## config.mk

```make
export PLATFORM = sky130hd
export DESIGN_NAME = dcp_front_flat
export DESIGN_NICKNAME = d
export VERILOG_FILES = /design/src/dcp_pkg.sv /design/src/dcp_if.sv /design/src/dcp_front.sv /design/src/flat_wrapper.sv
export SDC_FILE = /design/constraint.sdc
export NUM_CORES = 1
export LEC_CHECK = 0
export BUFFER_PORTS_ARGS = -buffer_cell sky130_fd_sc_hd__buf_4
export CAP_MARGIN = 20
export CORE_MARGIN = 10
export CORE_UTILIZATION = 45
export DETAILED_ROUTE_END_ITERATION = 16
export GPL_TIMING_DRIVEN = 0
export PLACE_DENSITY_LB_ADDON = 0.15
export SLEW_MARGIN = 20
export SYNTH_ARGS = -nofsm -noshare
export SYNTH_HDL_FRONTEND = slang
export SYNTH_SLANG_ARGS = --single-unit
```

## constraint.sdc

```tcl
create_clock -name clk -period 8.11 [get_ports clk]
set_input_delay 0 -clock clk [delete_from_list [all_inputs] [get_ports clk]]
set_output_delay 0 -clock clk [all_outputs]
set_load 0.005 [all_outputs]
```

## src/dcp_pkg.sv

```systemverilog
// Shared widths, stage counts and the queue entry type of the distance
// constraint projection block. No dependencies.
package dcp_pkg;

    localparam int COORD_W   = 32;                 // Q16.16 positions
    localparam int MASS_W    = 17;                 // Q16 inverse mass
    localparam int WSUM_W    = MASS_W + 1;         // summed inverse mass
    localparam int REST_W    = 31;                 // rest length
    localparam int MAG_W     = COORD_W + 1;        // |second - first|
    localparam int SQ_W      = 2 * MAG_W;          // squared length, Q32.32
    localparam int ROOT_W    = MAG_W;              // floor(sqrt), Q16.16
    localparam int DEN_W     = ROOT_W + WSUM_W;    // length times mass sum
    localparam int PROD_W    = MAG_W + ROOT_W;     // |d| * |L - R|
    localparam int HALF_W    = PROD_W / 2;         // partial product split
    localparam int PART_W    = HALF_W + MASS_W;
    localparam int NUM_W     = PROD_W + MASS_W;    // dividend
    localparam int QUO_W     = ROOT_W + 1;         // quotient bits produced
    localparam int CORR_W    = QUO_W + 1;          // signed correction
    localparam int SUM_W     = CORR_W + 1;         // coordinate plus correction

    localparam int SQRT_STAGES = ROOT_W;
    localparam int DIV_STAGES  = QUO_W;
    localparam int LANES       = 4;

    localparam int Q_DEPTH = 4;
    localparam int Q_AW    = 2;
    localparam int Q_CW    = Q_AW + 1;

    typedef struct packed {
        logic signed [COORD_W-1:0] x1;
        logic signed [COORD_W-1:0] y1;
        logic signed [COORD_W-1:0] x2;
        logic signed [COORD_W-1:0] y2;
        logic [MAG_W-1:0]          adx;
        logic [MAG_W-1:0]          ady;
        logic                      sdx;
        logic                      sdy;
        logic [MASS_W-1:0]         k1;
        logic [MASS_W-1:0]         k2;
        logic [WSUM_W-1:0]         w;
        logic [REST_W-1:0]         rest;
        logic                      degen;
        logic                      lr_neg;
    } dcp_item_t;

endpackage

```

## src/dcp_if.sv

```systemverilog
// Request and result channel interfaces (valid/ready plus payload).
// Depends on dcp_pkg for field widths.
interface dcp_in_if
    import dcp_pkg::*;
();
    logic                      valid;
    logic                      ready;
    logic signed [COORD_W-1:0] first_x;
    logic signed [COORD_W-1:0] first_y;
    logic signed [COORD_W-1:0] second_x;
    logic signed [COORD_W-1:0] second_y;
    logic [MASS_W-1:0]         first_inv_mass;
    logic [MASS_W-1:0]         second_inv_mass;
    logic [REST_W-1:0]         rest_length;

    modport source (
        output valid, first_x, first_y, second_x, second_y,
               first_inv_mass, second_inv_mass, rest_length,
        input  ready
    );
    modport sink (
        input  valid, first_x, first_y, second_x, second_y,
               first_inv_mass, second_inv_mass, rest_length,
        output ready
    );
endinterface


```

## src/dcp_front.sv

```systemverilog
// Front end: accept a request, form differences, magnitudes and mass sum,
// flag degenerate links. Depends on dcp_pkg and dcp_if.
module dcp_front
    import dcp_pkg::*;
(
    input  logic      clk,
    input  logic      rst_n,
    dcp_in_if.sink    item,
    output dcp_item_t push_item,
    output logic      push_valid,
    input  logic      push_ready
);

    logic                    hold_valid_reg;
    logic                    hold_valid_next;
    dcp_item_t               hold_reg;
    dcp_item_t               classified;
    logic signed [MAG_W-1:0] dx;
    logic signed [MAG_W-1:0] dy;

    always_comb
    begin
        dx = $signed({item.second_x[COORD_W-1], item.second_x})
           - $signed({item.first_x[COORD_W-1], item.first_x});
        dy = $signed({item.second_y[COORD_W-1], item.second_y})
           - $signed({item.first_y[COORD_W-1], item.first_y});
        classified.x1     = item.first_x;
        classified.y1     = item.first_y;
        classified.x2     = item.second_x;
        classified.y2     = item.second_y;
        classified.sdx    = dx[MAG_W-1];
        classified.sdy    = dy[MAG_W-1];
        classified.adx    = dx[MAG_W-1] ? MAG_W'(-dx) : MAG_W'(dx);
        classified.ady    = dy[MAG_W-1] ? MAG_W'(-dy) : MAG_W'(dy);
        classified.k1     = item.first_inv_mass;
        classified.k2     = item.second_inv_mass;
        classified.w      = WSUM_W'(item.first_inv_mass) + WSUM_W'(item.second_inv_mass);
        classified.rest   = item.rest_length;
        // coincident particles or two fixed particles: pass positions through
        classified.degen  = ((dx == '0) && (dy == '0)) || (classified.w == '0);
        classified.lr_neg = 1'b0;
    end

    assign item.ready = !hold_valid_reg || push_ready;
    assign push_valid = hold_valid_reg;
    assign push_item  = hold_reg;

    always_comb
    begin
        hold_valid_next = hold_valid_reg;
        if (item.ready)
        begin
            hold_valid_next = item.valid;
        end
    end

    always_ff @(posedge clk or negedge rst_n)
    begin
        if (!rst_n)
        begin
            hold_valid_reg <= 1'b0;
        end
        else
        begin
            hold_valid_reg <= hold_valid_next;
        end
    end

    always_ff @(posedge clk)
    begin
        if (item.valid && item.ready)
        begin
            hold_reg <= classified;
        end
    end

endmodule

```

## src/flat_wrapper.sv

```systemverilog
// flat-port wrapper written by rule: the top's interface ports become plain ports
module dcp_front_flat import dcp_pkg::*;
  (clk, rst_n, push_item, push_valid, push_ready, item_valid, item_first_x, item_first_y, item_second_x, item_second_y, item_first_inv_mass, item_second_inv_mass, item_rest_length, item_ready);
  dcp_in_if item_i ();
  input  logic clk;
  input  logic rst_n;
  output dcp_item_t push_item;
  output logic push_valid;
  input  logic push_ready;
  input wire logic [$bits(item_i.valid)-1:0] item_valid;
  input wire logic [$bits(item_i.first_x)-1:0] item_first_x;
  input wire logic [$bits(item_i.first_y)-1:0] item_first_y;
  input wire logic [$bits(item_i.second_x)-1:0] item_second_x;
  input wire logic [$bits(item_i.second_y)-1:0] item_second_y;
  input wire logic [$bits(item_i.first_inv_mass)-1:0] item_first_inv_mass;
  input wire logic [$bits(item_i.second_inv_mass)-1:0] item_second_inv_mass;
  input wire logic [$bits(item_i.rest_length)-1:0] item_rest_length;
  output wire logic [$bits(item_i.ready)-1:0] item_ready;
  assign item_i.valid = item_valid;
  assign item_i.first_x = item_first_x;
  assign item_i.first_y = item_first_y;
  assign item_i.second_x = item_second_x;
  assign item_i.second_y = item_second_y;
  assign item_i.first_inv_mass = item_first_inv_mass;
  assign item_i.second_inv_mass = item_second_inv_mass;
  assign item_i.rest_length = item_rest_length;
  assign item_ready = item_i.ready;
  dcp_front u_core (.clk(clk), .rst_n(rst_n), .item(item_i), .push_item(push_item), .push_valid(push_valid), .push_ready(push_ready));
endmodule
```

* Word-level counts from Yosys, hierarchy flattened
Cells that the tools add are included.
** Storage, ports and cells
- Flip-flop bits (word level) :: 281
- Logic and storage cells :: 31
- Input port bits :: 197
** Operators by class
- Mux-type cells :: 2
- Reductions and logical operators :: 8
- $add $sub $neg :: 5
** Operator list (number)
- $logic_not A33 Y1 :: 2
- $neg A33 Y33 :: 2
- $sub A32 B32 Y33 :: 2
- $mux W32 :: 2
- $add A17 B17 Y18 :: 1
- $logic_not A18 Y1 :: 1
- $logic_and A1 B1 Y1 :: 2
- $logic_or A1 B1 Y1 :: 2
- $logic_not A1 Y1 :: 1

* Longest topological paths before layout
- Depth in word-level cells :: 4
- Depth in mapped cells :: 16
- Gate-level depth less buffers :: 16

* Worst setup path before layout
OpenSTA, ideal clock, no wires.
- Path type :: register -> register
- Start point :: reg u_core.hold_valid_reg (netlist: u_core.push_valid)
- End point :: reg u_core.hold_reg (netlist bit u_core.push_item[100]) (enable)
- Buffers on the path :: 0
- Arrival :: 6.883 ns
- Clock period less this slack :: 7.561 ns
- Data required time :: 7.432 ns
- Stages on the path, launching flop included :: 3
- Setup slack :: 0.549 ns
- Cells stage by stage :: dfrtp_1 -> nand2b_1 -> and2_1
** Between the ends
- Word-level cells in the longest chain between the ends :: 3
** RTL lines
- from (decl) :: line dcp_front.sv:14 : logic hold_valid_reg;
- from (signal assigned) :: line dcp_front.sv:65 : hold_valid_reg <= hold_valid_next;
- $logic_not A1 Y1 :: line dcp_front.sv:44 : assign item.ready = !hold_valid_reg || push_ready;
- $logic_or A1 B1 Y1 :: line dcp_front.sv:44
- via item_ready :: line flat_wrapper.sv:18 : output wire logic [$bits(item_i.ready)-1:0] item_ready;
- $logic_and A1 B1 Y1 :: line dcp_front.sv:71 : if (item.valid && item.ready)
- to (signal assigned) :: line dcp_front.sv:73 : hold_reg <= classified;
- to (decl) :: line dcp_front.sv:16 : dcp_item_t hold_reg;
The timed path passes the listed nets, and every way through them passes these cells.
A chain may end at the register's enable or synchronous reset.

* Worst setup path after layout
- Start point :: in item_second_y[0]
- End point :: reg u_core.hold_reg (netlist bit u_core.push_item[119]), data pin
** Between the ends
- Word-level cells in the longest chain between the ends :: 2
** RTL lines
- from (decl) :: line flat_wrapper.sv:14 : input wire logic [$bits(item_i.second_y)-1:0] item_second_y;
- $sub A32 B32 Y33 * :: line dcp_front.sv:26 : - $signed({item.first_y[COORD_W-1], item.first_y});
- $neg A33 Y33 :: line dcp_front.sv:34 : classified.ady = dy[MAG_W-1] ? MAG_W'(-dy) : MAG_W'(dy);
Mark *: on every way between the ends. The rest lies on a longest branch, timed or not.

==> summary by stage <==
Timing
The number of max-slew violations in the final report is 0. The part of the cycle the worst path needs is 0.5748. The number of hold violations in the final report came to 0. After layout, the minimum clock period comes to 4.661 ns.

The final setup slack of the worst path is 3.449 ns. The headroom to the max-slew limit is 0.5290. In the final timing run, aggregate negative setup slack is 0 ns. The final setup violation count is 0.

The actual transition at the worst max-transition pin is between 0.7 and 0.8 ns. Setup repair after global routing left no endpoint under its margin. Between clock sinks in the finished design, the worst skew comes to 0.01484 ns.

The maximum clock frequency is 214.5 MHz.

Global route
For this run, the total global-route usage over all layers was measured as 0.2375. The initial antenna violation count came to 1. The first global-routing pass estimated between 70 and 80 mm of wire. The largest net degree at the start of global routing is 62.

The via count of the first global-routing pass is 12950. The total congestion overflow is 0.

Min path
The worst hold path passes through 3 cells. The classification of the worst-slack hold path is primary input to register.

Placed design
The pre-CTS worst setup slack is 3.517 ns. The count of buffers from port buffering is 478. After detailed placement, the total cell area comes to 19080 µm². The placed wire-length estimate is 37.29 mm. The congestion estimate from routability-driven global placement came to 0.8917.

Yosys
The share of synthesized area in the top cell type comes to 0.5682. Summing every instance area after synthesis gives 14800 µm². The synthesized instance count is around 1200. The largest total area in the synthesized netlist belongs to edfxtp_1. The most used flip-flop cell after synthesis is edfxtp_1. The average instance area after synthesis is between 10 and 15 µm². The flip-flop and latch count after synthesis is 281. In the post-synthesis netlist, the biggest area contributors are edfxtp_1 57%, ha_1 7.4%, xnor2_1 4.4%. Of all flip-flops after synthesis, the portion carrying an async set or reset was 0.003559.

Of the synthesized area, sequential elements account for 0.5699. In this run, synthesis inferred 280 flip-flops with an integrated enable. During synthesis, Yosys emitted a total of 0 warnings. The number of different library cells used by synthesis comes to 78. The post-synthesis net count is between 1500 and 2000.

Setup path
The category of the worst setup path launch point is a primary input. By startpoint and endpoint, the worst setup path is classified as primary input to register. The arrival time at the worst endpoint is 4.98 ns. In this run the worst path has a maximum fanout of 10.

The required time of the critical path is 8.42 ns. The number of cells on the worst reg-to-reg path is 5. The endpoint type of the worst setup path is a register.

Routing
The final routed wirelength across all metal layers is just over 50 mm. The routed length per instance is 20.83 µm. The antenna violation net count after detailed routing is 0.

Using the TritonRoute via totals, the vias-per-cell ratio works out to 5.267. The total vias in the final route is roughly 13000. The starting DRC count in detailed routing is about 610. The first-pass detailed-route iteration total is 6. The count of unresolved DRC violations after routing is 0.

Cells and area
With fillers left out, the area of the finished cells amounts to 22020 µm². Fill cells in the final layout number 2367. For this run, the post-layout net count is 2234. The most common library cell in the layout ignoring fill and taps is buf_4. In the layout the commonest cells are 479 x buf_4, 280 x edfxtp_1, 197 x dlygate4sd3_1. The fraction of layout cells with a size suffix above 1 is 0.2856. Compared with the post-synthesis result, the final layout area differs by 48.79%.

Run status
The run finished with clean final reports.

Power
The areal power density over the cells is 192.3 nW/µm². The leakage power of the design is approximately 0.0093 µW. VDD sags by at most ~0.00020 V.

Die
The core region area is 32450 µm². The number of rows created at floorplan is 66. In this run the horizontal extent of the chip is 201.3 µm.

For this configuration, the core starts out at a cell density of 0.4559. Measured along the y axis, the die boundary spans about 200 µm. The area of the die is 40530 µm². The I/O pin total is 480.

Clocking
The clock insertion delay at the later pin of the skew report is 0.57 ns. The clock-pin slew on the worst setup and hold paths is 0.06 ns. The post-cts repair resize count is 0.

In this run the clock root is driven by a clkbuf_16. TritonCTS created 30 clock buffers. The total clock sinks is between 200 and 300. TritonCTS built the clock tree. CTS built an H-tree with a depth of 1.

The cts-stage hold buffer count is 197. The number of buffers on the longest clock path is 3. After clock tree synthesis, the setup repair step added 0 buffers.

Run
The max-capacitance violation count is 0.
==> registers in the layout, indices dropped and copies added (netlist names) <==
register	count
u_core.push_item	280
u_core.push_valid	1
==> critical path, cell delays in order <==
cell and delay [ns]:
dlygate4sd3_1 0.54, buf_4 0.11, inv_1 0.05, ha_1 0.20
fa_1 0.40, nor2b_1 0.21, o31ai_1 0.14, a21oi_1 0.52
o21ai_0 0.32, o32a_1 0.46, a31oi_1 0.28, nand2_1 0.10
a31oi_2 0.58, clkbuf_1 0.58, ha_1 0.34, and2_1 0.13
==> per-layer routing <==
| layer | up-vias | share of wire | routed length [µm] | global-route usage |
|---|---|---|---|---|
| li1 | 6060 | - | - | - |
| met1 | 6116 | 0.39 | 19640 | 0.2808 |
| met2 | 466 | 0.50 | 25340 | 0.4176 |
| met3 | 73 | 0.082 | 4134 | 0.06410 |
| met4 | 0 | 0.023 | 1170 | 0.06121 |
| met5 | - | 0 | 0 | 0 |
==> cells by family after synthesis <==
| family | after synthesis | share of synthesized area |
|---|---|---|
| AOI/OAI and AO/OA | 315 | 0.1401 |
| buffers and inverters | 123 | 0.03222 |
| DFF | 281 | 0.5699 |
| and+or+nand+nor | 300 | 0.1053 |
| muxes | 6 | 0.004143 |
| other | 1 | 0.0002534 |
| adders and majority gates | 90 | 0.07763 |
| xor gates and xnor gates | 119 | 0.07044 |
==> final cells by class <==
class	instances	area [µm²]	share of cell area
buffer	31	131.4	0.005967
antenna	1	2.502	0.0001137
sequential	281	8433	0.3830
inverter	92	345.3	0.01569
multi-input combinational	831	5889	0.2675
clock buffer	35	769.5	0.03495
timing repair buffer	680	5698	0.2588
clock inverter	21	193.9	0.008809
tap	442	553.0	0.02512
==> cells in the mapped netlist, types with 6 or more instances <==
master	count
o21a_1	19
clkbuf_1	21
xor2_1	45
o211ai_1	11
a211oi_1	7
or4_1	9
nor2b_1	9
and3_1	6
and2_1	14
buf_2	9
nor3_1	20
nor3b_1	6
a31oi_1	17
o31ai_1	14
nor2_1	66
edfxtp_1	280
o21ai_0	56
or2_2	7
nand2b_1	10
nand4_1	13
and4_1	6
ha_1	87
a21oi_1	89
nand3_1	24
or3_1	6
inv_1	91
o21bai_1	9
a21o_1	39
xnor2_1	74
nand2_1	81
==> final timing paths <==
path | to | slack, ns | start
max reg2reg | u_core.push_item[63] | 6.10 | u_core.push_valid
max in group asynchronous | u_core.push_valid | 7.70 | rst_n
min | u_core.push_item[219] | 0.05 | push_ready
min in group asynchronous | u_core.push_valid | 0.31 | rst_n
max | u_core.push_item[119] | 3.45 | item_second_y[0]
min reg2reg | u_core.push_item[219] | 0.84 | u_core.push_valid
==> stage by stage <==
stage / power, µW / hold slack (ns) / util / cells
4_1_cts: 4253 / 0.02098 / 0.6783 / 2413
6_report: 4233 / 0.05064 / 0.6784 / 2414
3_5_place_dp: 2821 / -0.2223 / 0.5879 / 2160
2_1_floorplan: 2390 / -0.2956 / - / 1235
3_3_place_gp: 2826 / -0.2244 / 0.5835 / 2155
5_1_grt: 4423 / 0.05825 / 0.6784 / 2414
==> report_power, final <==
| part | internal, µW | total [µW] | leakage [µW] | switching [µW] |
|---|---|---|---|---|
| Combinational | 513 | 1080 | 0.00618 | 572 |
| Sequential | 1770 | 1800 | 0.00268 | 34.8 |
| Clock | 773 | 1350 | 0.000462 | 572 |
Power figures use the tool's default switching activity.
