===== config.mk =====
export PLATFORM = sky130hd
export DESIGN_NAME = dcp_queue
export DESIGN_NICKNAME = d
export VERILOG_FILES = /design/src/dcp_pkg.sv /design/src/dcp_queue.sv
export SDC_FILE = /design/constraint.sdc
export NUM_CORES = 1
export LEC_CHECK = 0
export ABC_AREA = 1
export BUFFER_PORTS_ARGS = -buffer_cell sky130_fd_sc_hd__buf_2
export CAP_MARGIN = 10
export CORE_ASPECT_RATIO = 0.6
export CORE_UTILIZATION = 55
export DETAILED_ROUTE_END_ITERATION = 12
export GPL_TIMING_DRIVEN = 0
export HOLD_SLACK_MARGIN = 0.12
export PLACE_DENSITY_LB_ADDON = 0.08
export SLEW_MARGIN = 20
export SYNTH_ARGS = -nofsm -noshare
export SYNTH_HDL_FRONTEND = slang
export SYNTH_SLANG_ARGS = --single-unit

===== constraint.sdc =====
create_clock -name clk -period 39.7 [get_ports clk]
set_input_delay 0 -clock clk [delete_from_list [all_inputs] [get_ports clk]]
set_output_delay 0 -clock clk [all_outputs]
set_load 0.02 [all_outputs]

===== src/dcp_pkg.sv =====
// Shared widths, stage counts and the queue entry type of the distance
// constraint projection block. No dependencies.
package dcp_pkg;

    localparam int COORD_W   = 32;                 // Q16.16 positions
    localparam int MASS_W    = 17;                 // Q16 inverse mass
    localparam int WSUM_W    = MASS_W + 1;         // summed inverse mass
    localparam int REST_W    = 31;                 // rest length
    localparam int MAG_W     = COORD_W + 1;        // |second - first|
    localparam int SQ_W      = 2 * MAG_W;          // squared length, Q32.32
    localparam int ROOT_W    = MAG_W;              // floor(sqrt), Q16.16
    localparam int DEN_W     = ROOT_W + WSUM_W;    // length times mass sum
    localparam int PROD_W    = MAG_W + ROOT_W;     // |d| * |L - R|
    localparam int HALF_W    = PROD_W / 2;         // partial product split
    localparam int PART_W    = HALF_W + MASS_W;
    localparam int NUM_W     = PROD_W + MASS_W;    // dividend
    localparam int QUO_W     = ROOT_W + 1;         // quotient bits produced
    localparam int CORR_W    = QUO_W + 1;          // signed correction
    localparam int SUM_W     = CORR_W + 1;         // coordinate plus correction

    localparam int SQRT_STAGES = ROOT_W;
    localparam int DIV_STAGES  = QUO_W;
    localparam int LANES       = 4;

    localparam int Q_DEPTH = 4;
    localparam int Q_AW    = 2;
    localparam int Q_CW    = Q_AW + 1;

    typedef struct packed {
        logic signed [COORD_W-1:0] x1;
        logic signed [COORD_W-1:0] y1;
        logic signed [COORD_W-1:0] x2;
        logic signed [COORD_W-1:0] y2;
        logic [MAG_W-1:0]          adx;
        logic [MAG_W-1:0]          ady;
        logic                      sdx;
        logic                      sdy;
        logic [MASS_W-1:0]         k1;
        logic [MASS_W-1:0]         k2;
        logic [WSUM_W-1:0]         w;
        logic [REST_W-1:0]         rest;
        logic                      degen;
        logic                      lr_neg;
    } dcp_item_t;

endpackage


===== src/dcp_queue.sv =====
// Short queue between front and back end.
// Depends on dcp_pkg.
module dcp_queue
    import dcp_pkg::*;
(
    input  logic      clk,
    input  logic      rst_n,
    input  dcp_item_t push_item,
    input  logic      push_valid,
    output logic      push_ready,
    output dcp_item_t pop_item,
    output logic      pop_valid,
    input  logic      pop
);

    dcp_item_t       entry_reg [Q_DEPTH];
    logic [Q_AW-1:0] wr_ptr_reg;
    logic [Q_AW-1:0] wr_ptr_next;
    logic [Q_AW-1:0] rd_ptr_reg;
    logic [Q_AW-1:0] rd_ptr_next;
    logic [Q_CW-1:0] count_reg;
    logic [Q_CW-1:0] count_next;
    logic            push;

    assign push_ready = count_reg != Q_CW'(Q_DEPTH);
    assign pop_valid  = count_reg != '0;
    assign pop_item   = entry_reg[rd_ptr_reg];
    assign push       = push_valid && push_ready;

    always_comb
    begin
        wr_ptr_next = push ? wr_ptr_reg + 1'b1 : wr_ptr_reg;
        rd_ptr_next = pop ? rd_ptr_reg + 1'b1 : rd_ptr_reg;
        count_next  = count_reg;
        if (push && !pop)
        begin
            count_next = count_reg + 1'b1;
        end
        else if (pop && !push)
        begin
            count_next = count_reg - 1'b1;
        end
    end

    always_ff @(posedge clk or negedge rst_n)
    begin
        if (!rst_n)
        begin
            wr_ptr_reg <= '0;
            rd_ptr_reg <= '0;
            count_reg  <= '0;
        end
        else
        begin
            wr_ptr_reg <= wr_ptr_next;
            rd_ptr_reg <= rd_ptr_next;
            count_reg  <= count_next;
        end
    end

    always_ff @(posedge clk)
    begin
        if (push)
        begin
            entry_reg[wr_ptr_reg] <= push_item;
        end
    end

    a_no_overflow: assert property (@(posedge clk) disable iff (!rst_n)
        !(push_valid && count_reg == Q_CW'(Q_DEPTH) && push_ready))
        else $error("queue accepted a request while full");
    a_no_underflow: assert property (@(posedge clk) disable iff (!rst_n)
        pop |-> count_reg != '0)
        else $error("queue popped while empty");
    a_ptr_count: assert property (@(posedge clk) disable iff (!rst_n)
        (wr_ptr_reg - rd_ptr_reg) == count_reg[Q_AW-1:0])
        else $error("queue pointers disagree with fill count");

endmodule


-- Word level (Yosys, flattened, before mapping)
Memories as Yosys holds them, arrays and structs flattened.
Index checks and enable logic that the tools add are counted.
- multiplexer cells: 4
- reductions and logical operators: 7
- $add $sub $neg: 4
- equal/unequal tests: 1
- operators with widths (cell ; number):
    two-way mux 3 bit ; 2
    adder 2 x 1 -> 2 bit, second input constant ; 2
    adder 3 x 1 -> 3 bit, second input constant ; 1
    logical AND 1 bit ; 3
    != test 3 bit, second input constant ; 1
    nonzero test 3 bit ; 1
    subtractor 3 x 1 -> 3 bit, second input constant ; 1
    zero test 1 bit ; 2
    two-way mux 1 bit ; 2
    nonzero test 2 bit ; 1
- logic and storage cells: 20
- RAM bits: 1124
- register bits: 7
- input port bits: 285
- memories kept: 1
- memory list (name ; depth ; bits a word ; rd ports ; clocked after Yosys merged registers in ; wr ports ; line ; text):
    entry_reg ; 4 ; 281 ; 1 ; 0 ; 1 ; dcp_queue.sv:16 ; dcp_item_t entry_reg [Q_DEPTH];

-- Longest topological paths before layout
Gate-level depths: netlist of run 1.
- depth after elaboration: 6
- gate-level depth with buffers: 12

-- Worst setup path after synthesis of run 1
No wires, ideal clock.
- kind: flip-flop to flip-flop
- start point: register count_reg[0]
- end point: memory entry_reg[0][0] (netlist bit) (enable)
- stages on the path, launching flop included: 5
- buffers on the path: 0
- setup time: 0.930 ns
- arrival time: 12.570 ns
- path slack: 26.200 ns
- data required time: 38.770 ns
- path through: dfrtp_1 -> inv_1 -> nand3_1 -> nand2_1 -> nor2_1
- longest elaborated chain between the ends: 4
- RTL lines (what ; line ; text):
    from (decl) ; dcp_queue.sv:21 ; logic [Q_CW-1:0] count_reg;
    from (signal assigned) ; dcp_queue.sv:57 ; count_reg <= count_next;
    != test 3 bit ; dcp_queue.sv:25 ; assign push_ready = count_reg != Q_CW'(Q_DEPTH);
    named net push_ready ; dcp_queue.sv:10 ; output logic push_ready,
    logical AND 1 bit ; dcp_queue.sv:28 ; assign push = push_valid && push_ready;
    two-way mux 1 bit ; dcp_queue.sv:63 ; if (push)
    two-way mux 1 bit (implied by the code) ; dcp_queue.sv:65 ; entry_reg[wr_ptr_reg] <= push_item;
    to (decl) ; dcp_queue.sv:16 ;
The timed path passes the listed nets, and every way through them passes these cells.

==> summary.txt, run 1 <==
Place
  – Final GP Congestion: roughly 0.78
  – DP HPWL: approximately 75000 um
  – Number of port buffers: 567

Synth
  – Largest cells by area after synthesis: edfxtp_1 (74%), nand2_1 (7.0%), o211ai_1 (5.9%), o211ai_2 (5.5%), inv_1 (4.7%)
  – Cells after Synth: 3331
  – Commonest cells post-synth: edfxtp_1 (1124), nand2_1 (854), inv_1 (577)
  – Post-synth top area cell: edfxtp_1
  – Syn nets: between 3000 and 4000
  – Synth warn: 0
  – Main synth FF type: edfxtp_1
  – Most instantiated library cell after synthesis: edfxtp_1
  – EDFF count, synth: around 1100
  – Post-Syn Area: about 0.046 sq mm
  – Register area share after synthesis: 74.2%
  – Top cell type's share of synthesized area: between 70 and 80%
  – Yosys cell types: 19
  – Register bit total from synthesis: 1131
  – Mapped Avg Cell Area: between 10 and 15 sq um
  – Post-synthesis async set-or-reset flop share: less than 1%

Floorplanning
  – Die area: 0.0843 sq mm
  – Die width: around 370 um
  – Die Y: between 200 and 250 um
  – Rows: 81
  – Io pins: about 570
  – Core footprint: about 0.08 sq mm
  – Initial Util: between 50 and 60%

Detailed routing
  – Final Routed Wirelength: approximately 120000 um
  – WL/cell: just over 20 um
  – Remaining DRCs: 0
  – Vias/cell: 5.18
  – Iteration count of the initial detailed-routing pass: 6
  – ANT nets after route: 0
  – Via Count: around 30000
  – Initial DRC Count: 2190

STA
  – Worst Hold Slack: ~0.15 ns
  – Fin crit period: about 2.9 ns
  – Final period util: under 10%
  – Final Hold Vio Count: 0
  – Max-slew headroom: about a third
  – Highest achievable clock rate: 349 MHz
  – Layout Skew: approximately 0.018 ns
  – Final Setup Violations: 0
  – Fin Setup TNS: 0 ns
  – Slew Limit Fails: 0
  – Actual slew at the worst max-slew pin: approximately 1 ns
  – RSZ-0062 raised after global routing: false

Clocking
  – CTS buffer count: around 100
  – Clock latency on the worst-skew pair: ~0.7 ns
  – CTS tree: done
  – Deepest clock path buffer count: 3
  – Postcts setup bufs: 0
  – CTS root buffer: clkbuf_16
  – Post-CTS Hold Fix Bufs: between 500 and 600
  – CTS resizes: 0
  – H-Tree Depth: 3
  – Sink Count: ~1100
  – Clock transition at path regs: roughly 0.06 ns

Setup path
  – Most used cell, CP: buf_2
  – Max FO, Critical Path: 10
  – Crit path capture type: primary output
  – Critical path, cell by cell: inv_1 -> clkbuf_1 -> buf_2 -> o211ai_2 -> nand2_1 -> buf_2
  – CP arrival: approximately 2.9 ns
  – Worst-path cell with the longest stage delay: clkbuf_1
  – Critical path launch point type: flip-flop
  – Max incr delay on CP: 0.74 ns
  – WP data required: 39.70 ns
  – Worst setup path category: reg -> out

Global routing
  – GRT overflow: 0
  – Global routing usage on met1: roughly two fifths
  – Met3 Usage GRT: ~5.5%
  – GRT Total Usage: roughly 28%
  – Met2 layer usage reported by global route: ~45%
  – Largest net degree at the start of global routing: 25
  – GR peak layer: met2
  – First-pass GRT wire length: ~180000 um
  – Vias in the first global route: around 29000
  – Initial antenna violation count: 12

Finish
  – Max reg flops: 1124
  – Ratio of cells with drive above 1 in the final layout: a little under a quarter
  – Final nets: approximately 4900
  – Area growth syn-to-layout: 31.4%

Power and ir drop
  – Net switching power: 1770 uW
  – Sw Share: 39.7%
  – Total power: 4470 uW
  – Sequential Power Share: approximately 36%
  – Combinational fraction of design power: approximately 43%
  – Leakage power: ~0.024 uW
  – Power Density: 74.3 mW/mm^2
  – Clock network power share: 21.3%
  – Internal: 2690 uW
  – Max VDD drop: ~0.047 mV

Flow run
  – Max-cap violation count: 0

Worst hold path
  – Hold crit path type: in -> reg

Run status
  – Status: completed
[through the flow]
stage	cell area, sq um	setup slack [ns]	instances	util (%)
2_1_floorplan	45700	26.20	3331	-
3_3_place_gp	49900	16.92	4977	61.0
3_5_place_dp	51300	36.91	5036	62.7
4_1_cts	60100	36.81	5774	73.3
5_1_grt	60100	36.74	5779	73.4
6_report	60100	36.84	5781	73.4
[critical path: cells and delay by family, from the launching register on]
kind / cells / cell delay, ns
DFF: 1 / 0.38
AOI/OAI and AO/OA: 1 / 0.15
and+or+nand+nor: 1 / 0.14
buffers and inverters: 4 / 1.51
[layout by cell type, fill, tap and decap left out, types with 32 or more instances in the layout]
cell type / n
o211ai_1: 362
dlygate4sd3_1: 560
inv_1: 577
buf_2: 703
o211ai_2: 200
clkbuf_16: 103
clkbuf_1: 44
nand2_1: 854
buf_12: 32
edfxtp_1: 1124
[layout make-up]
class | count | area [sq um]
sequential | 1131 | 33900
fill | 5456 | 21800
timing repair buffer | 1186 | 9830
multi-input combinational | 1436 | 8620
clock buffer | 124 | 2660
inverter | 577 | 2170
tap | 1079 | 1350
buffer | 187 | 1050
clock inverter | 54 | 474
antenna | 7 | 17.5
[per-layer routing]
metal / vias up / routed length (um)
met5: - / 59
met4: 10 / 3480
met3: 205 / 7640
met2: 978 / 55900
met1: 14500 / 49500
li1: 14300 / -
[logic make-up (layout without fill, tap and decap cells)]
family          count (synthesis)  in the layout  share of synthesized area, %
buf+inv                       764           2128                          7.03
fa+ha+maj                       6              6                         0.181
compound gates                563            563                          11.4
simple gates                  864            864                          7.11
xor+xnor                        3              3                        0.0575
flops                        1131           1131                          74.2
other cells                     0              7                             0
[final timing paths]
kind	from	to	slack, ns	cells after the start
max	rd_ptr_reg[1]	pop_item[103]	36.84	6
min	push_item[96]	entry_reg[1][96]	0.15	2
max reg2reg	count_reg[0]	entry_reg[1][65]	36.92	8
min reg2reg	count_reg[2]	count_reg[2]	0.52	2
max in group asynchronous	rst_n	count_reg[1]	39.11	3
min in group asynchronous	rst_n	rd_ptr_reg[0]	0.33	3
[power groups by stage]
| stage | clock, uW | sequential [uW] | combinational [uW] |
|---|---|---|---|
| global route | 1000 | 1630 | 2030 |
| floorplan | 0 | 1750 | 1110 |
| CTS | 962 | 1620 | 1910 |
| detailed placement | 0 | 1640 | 1860 |
| finish | 951 | 1620 | 1900 |
| global placement | 0 | 1850 | 1750 |
No activity file was read; power rests on OpenSTA's default activity.
==> run 2, diff against run 1 <==
==> constraint.sdc (replaced) <==
create_clock -name clk -period 3 [get_ports clk]
set_input_delay 0 -clock clk [delete_from_list [all_inputs] [get_ports clk]]
set_output_delay 0 -clock clk [all_outputs]
set_load 0.02 [all_outputs]
==> run 2 against run 1 <==
- hold slack better by 0.0046 ns
- flip-flop and latch count did not move
- combinational power rose to 13 times the previous value
- worst setup slack worse by 37 ns
- critical path depth unchanged
- design area grew 0.41%
- total power grew to 13 times the previous value
- core utilization grew 0.30 points
- clock skew increased by 0.0061 ns
- sequential power rose to 13 times the previous value
- critical path type unchanged
==> summary.txt, run 2 (synthesis results as in run 1) <==
STA
  – Layout Skew: 0.0238 ns (was 0.0177 ns)
  – PnR worst setup slack: 0.159 ns (was 36.84 ns)
  – Final Setup Violations: 0 (unchanged)
  – Highest achievable clock rate: 352 MHz
  – Final Hold Vio Count: 0 (unchanged)
  – RSZ-0062 raised after global routing: false (unchanged)
  – Actual slew at the worst max-slew pin: 0.772 ns (was 0.991 ns)
  – Slew Limit Fails: 0 (unchanged)
  – Max-slew headroom: 48.4% (was 33.9%)
  – Final period util: 94.7%
  – Fin crit period: 2.84 ns

Finish
  – Max reg flops: 1124 (unchanged)
  – Ratio of cells with drive above 1 in the final layout: 24.2% (was 23.9%)
  – Commonest non-fill, non-tap cells in the layout: edfxtp_1 (1124), nand2_1 (853), buf_2 (703), inv_1 (576), dlygate4sd3_1 (564) (was edfxtp_1 (1124), nand2_1 (854), buf_2 (703), inv_1 (577), dlygate4sd3_1 (560))
  – Final-layout fill cell count: 5487 (was 5456)
  – Commonest non-fill, non-tap cell in the layout: edfxtp_1 (unchanged)
  – Post-layout util: 73.7% (was 73.4%)
  – Final nets: 4917 (was 4911)
  – Final Cell Area: 0.0603 sq mm (was 0.0601 sq mm)
  – Area growth syn-to-layout: 31.9% (was 31.4%)

Global routing
  – Global routing usage on met1: 39.4% (was 38.2%)
  – First-pass GRT wire length: 177000 um (was 175000 um)
  – GRT overflow: 0 (unchanged)
  – Vias in the first global route: 29200 (was 29300)
  – Largest net degree at the start of global routing: 26 (was 25)
  – Met3 Usage GRT: 5.20% (was 5.55%)
  – GR peak layer: met2 (unchanged)
  – Initial antenna violation count: 14 (was 12)
  – GRT Total Usage: 27.8% (was 27.6%)
  – Met2 layer usage reported by global route: 44.5% (was 44.6%)

Setup path
  – WP data required: 3.00 ns (was 39.70 ns)
  – Max FO, Critical Path: 10 (unchanged)
  – Critical path, cell by cell: buf_2 -> buf_2 -> buf_2 -> o211ai_1 -> nand2_1 -> buf_2 (was inv_1 -> clkbuf_1 -> buf_2 -> o211ai_2 -> nand2_1 -> buf_2)
  – Worst-path cell with the longest stage delay: dfrtp_1 (was clkbuf_1)
  – Critical path launch point type: flip-flop (unchanged)
  – CP arrival: 2.84 ns (was 2.86 ns)
  – Worst setup path category: reg -> out (unchanged)
  – Most used cell, CP: buf_2 (unchanged)
  – Max incr delay on CP: 0.45 ns (was 0.74 ns)
  – Crit path capture type: primary output (unchanged)

Detailed routing
  – Vias/cell: 5.18 (about the same)
  – Iteration count of the initial detailed-routing pass: 5 (was 6)
  – Final Routed Wirelength: 117000 um (about the same)
  – Remaining DRCs: 0 (unchanged)
  – Initial DRC Count: 2587 (was 2190)
  – ANT nets after route: 0 (unchanged)
  – Via Count: 30000 (about the same)
  – WL/cell: 20.2 um (about the same)

Power and ir drop
  – Max VDD drop: 0.722 mV (was 0.0469 mV)
  – Net switching power: 23600 uW (was 1770 uW)
  – Clock network power share: 21.7% (was 21.3%)
  – Sequential Power Share: 36.0% (was 36.2%)
  – Combinational fraction of design power: 42.4% (was 42.5%)
  – Sw Share: 39.7% (about the same)
  – Power Density: 985 mW/mm^2 (was 74.3 mW/mm^2)
  – Internal: 35900 uW (was 2690 uW)
  – Leakage power: 0.0245 uW (was 0.0244 uW)

Clocking
  – Clock latency on the worst-skew pair: 0.68 ns (was 0.70 ns)
  – CTS root buffer: clkbuf_16 (unchanged)
  – CTS buffer count: 101 (unchanged)
  – Clock transition at path regs: 0.06 ns (about the same)
  – Sink Count: 1131 (unchanged)
  – H-Tree Depth: 3 (unchanged)
  – CTS tree: done (unchanged)
  – Deepest clock path buffer count: 3 (unchanged)

Place
  – Placed cell areas: 0.0514 sq mm (was 0.0513 sq mm)
  – Setup WS pre-CTS: 0.0381 ns (was 36.91 ns)
  – Number of port buffers: 567 (unchanged)
  – DP HPWL: 75500 um (was 75400 um)
  – Final GP Congestion: 0.788 (was 0.782)

Run status
  – Status: completed (unchanged)

Floorplanning
  – Rows: 81 (unchanged)
  – Io pins: 568 (unchanged)
  – Initial Util: 55.8% (unchanged)
  – Die width: 374 um (unchanged)
  – Die Y: 225 um (unchanged)
  – Core footprint: 0.0819 sq mm (unchanged)
  – Die area: 0.0843 sq mm (unchanged)

Flow run
  – Max-cap violation count: 0 (unchanged)

Worst hold path
  – Hold crit path type: in -> reg (unchanged)
run 2: cell types whose count changed in the layout (fill, tap and decap cells not counted), sizes merged:
cell	delta
buf	+2
bufinv	+2
clkbuf	-3
clkinv	+4
diode	+6
dlygate4sd3	+4
inv	+2
run 2: path summary, 6_finish.rpt:
check | start | end | slack (ns) | cells past startpoint
setup reg to reg | wr_ptr_reg[0] | entry_reg[2][136] | 0.42 | 8
setup / recovery | rd_ptr_reg[1] | pop_item[194] | 0.16 | 6
min in group asynchronous | rst_n | count_reg[2] | 0.34 | 3
hold / removal | push_item[95] | entry_reg[1][95] | 0.16 | 2
hold reg to reg | wr_ptr_reg[0] | wr_ptr_reg[0] | 0.55 | 2
max in group asynchronous | rst_n | rd_ptr_reg[1] | 2.40 | 3
run 2: layout make-up:
type	count	area [sq um]	share of cell area, %
antenna	13	32.5	0.0539
multi-input combinational	1436	8640	14.3
clock buffer	121	2650	4.38
sequential	1131	33900	56.2
inverter	577	2170	3.59
buffer	187	1050	1.74
clock inverter	62	579	0.960
tap	1079	1350	2.24
timing repair buffer	1192	9930	16.5
run 2: metal layers:
metal	vias to the layer above	share of wire (%)
li1	14300	-
met1	14600	43
met2	952	48
met3	184	6.5
met4	10	2.4
met5	-	0.044
run 2: worst max-delay path, delay by kind of cell (launching register included):
family / cells / cell delay (ns)
buffers and inverters: 4 / 1.48
flip-flops: 1 / 0.45
AO/OA/AOI/OAI: 1 / 0.15
AND/OR/NAND/NOR: 1 / 0.08
run 2: per-stage QoR:
| stage | power, uW | TNS [ns] | std cells | hold WS, ns |
|---|---|---|---|---|
| finish | 59400 | 0 | 5798 | 0.157 |
| global route | 62200 | 0 | 5790 | 0.126 |
| CTS | 59700 | 0 | 5783 | 0.122 |
| detailed placement | 46300 | 0 | 5037 | -0.150 |
| global placement | 45000 | -6119.92 | 4977 | -0.151 |
| floorplan | 36800 | -2549.39 | 3331 | -0.296 |
run 2: what timing repair did:
item	CTS	global route
resized for setup	0	3
endpoints found under the hold margin	1397	4
endpoints found under the setup margin	0	45
buffers inserted	0	1
hold buffers	563	1
run 2: power by group through the flow:
stage	clock network [uW]	logic, uW	registers [uW]
CTS	13000	25300	21400
floorplan	0	14700	22100
global placement	0	22900	22100
finish	12900	25200	21400
global route	13600	27000	21600
detailed placement	0	24600	21700
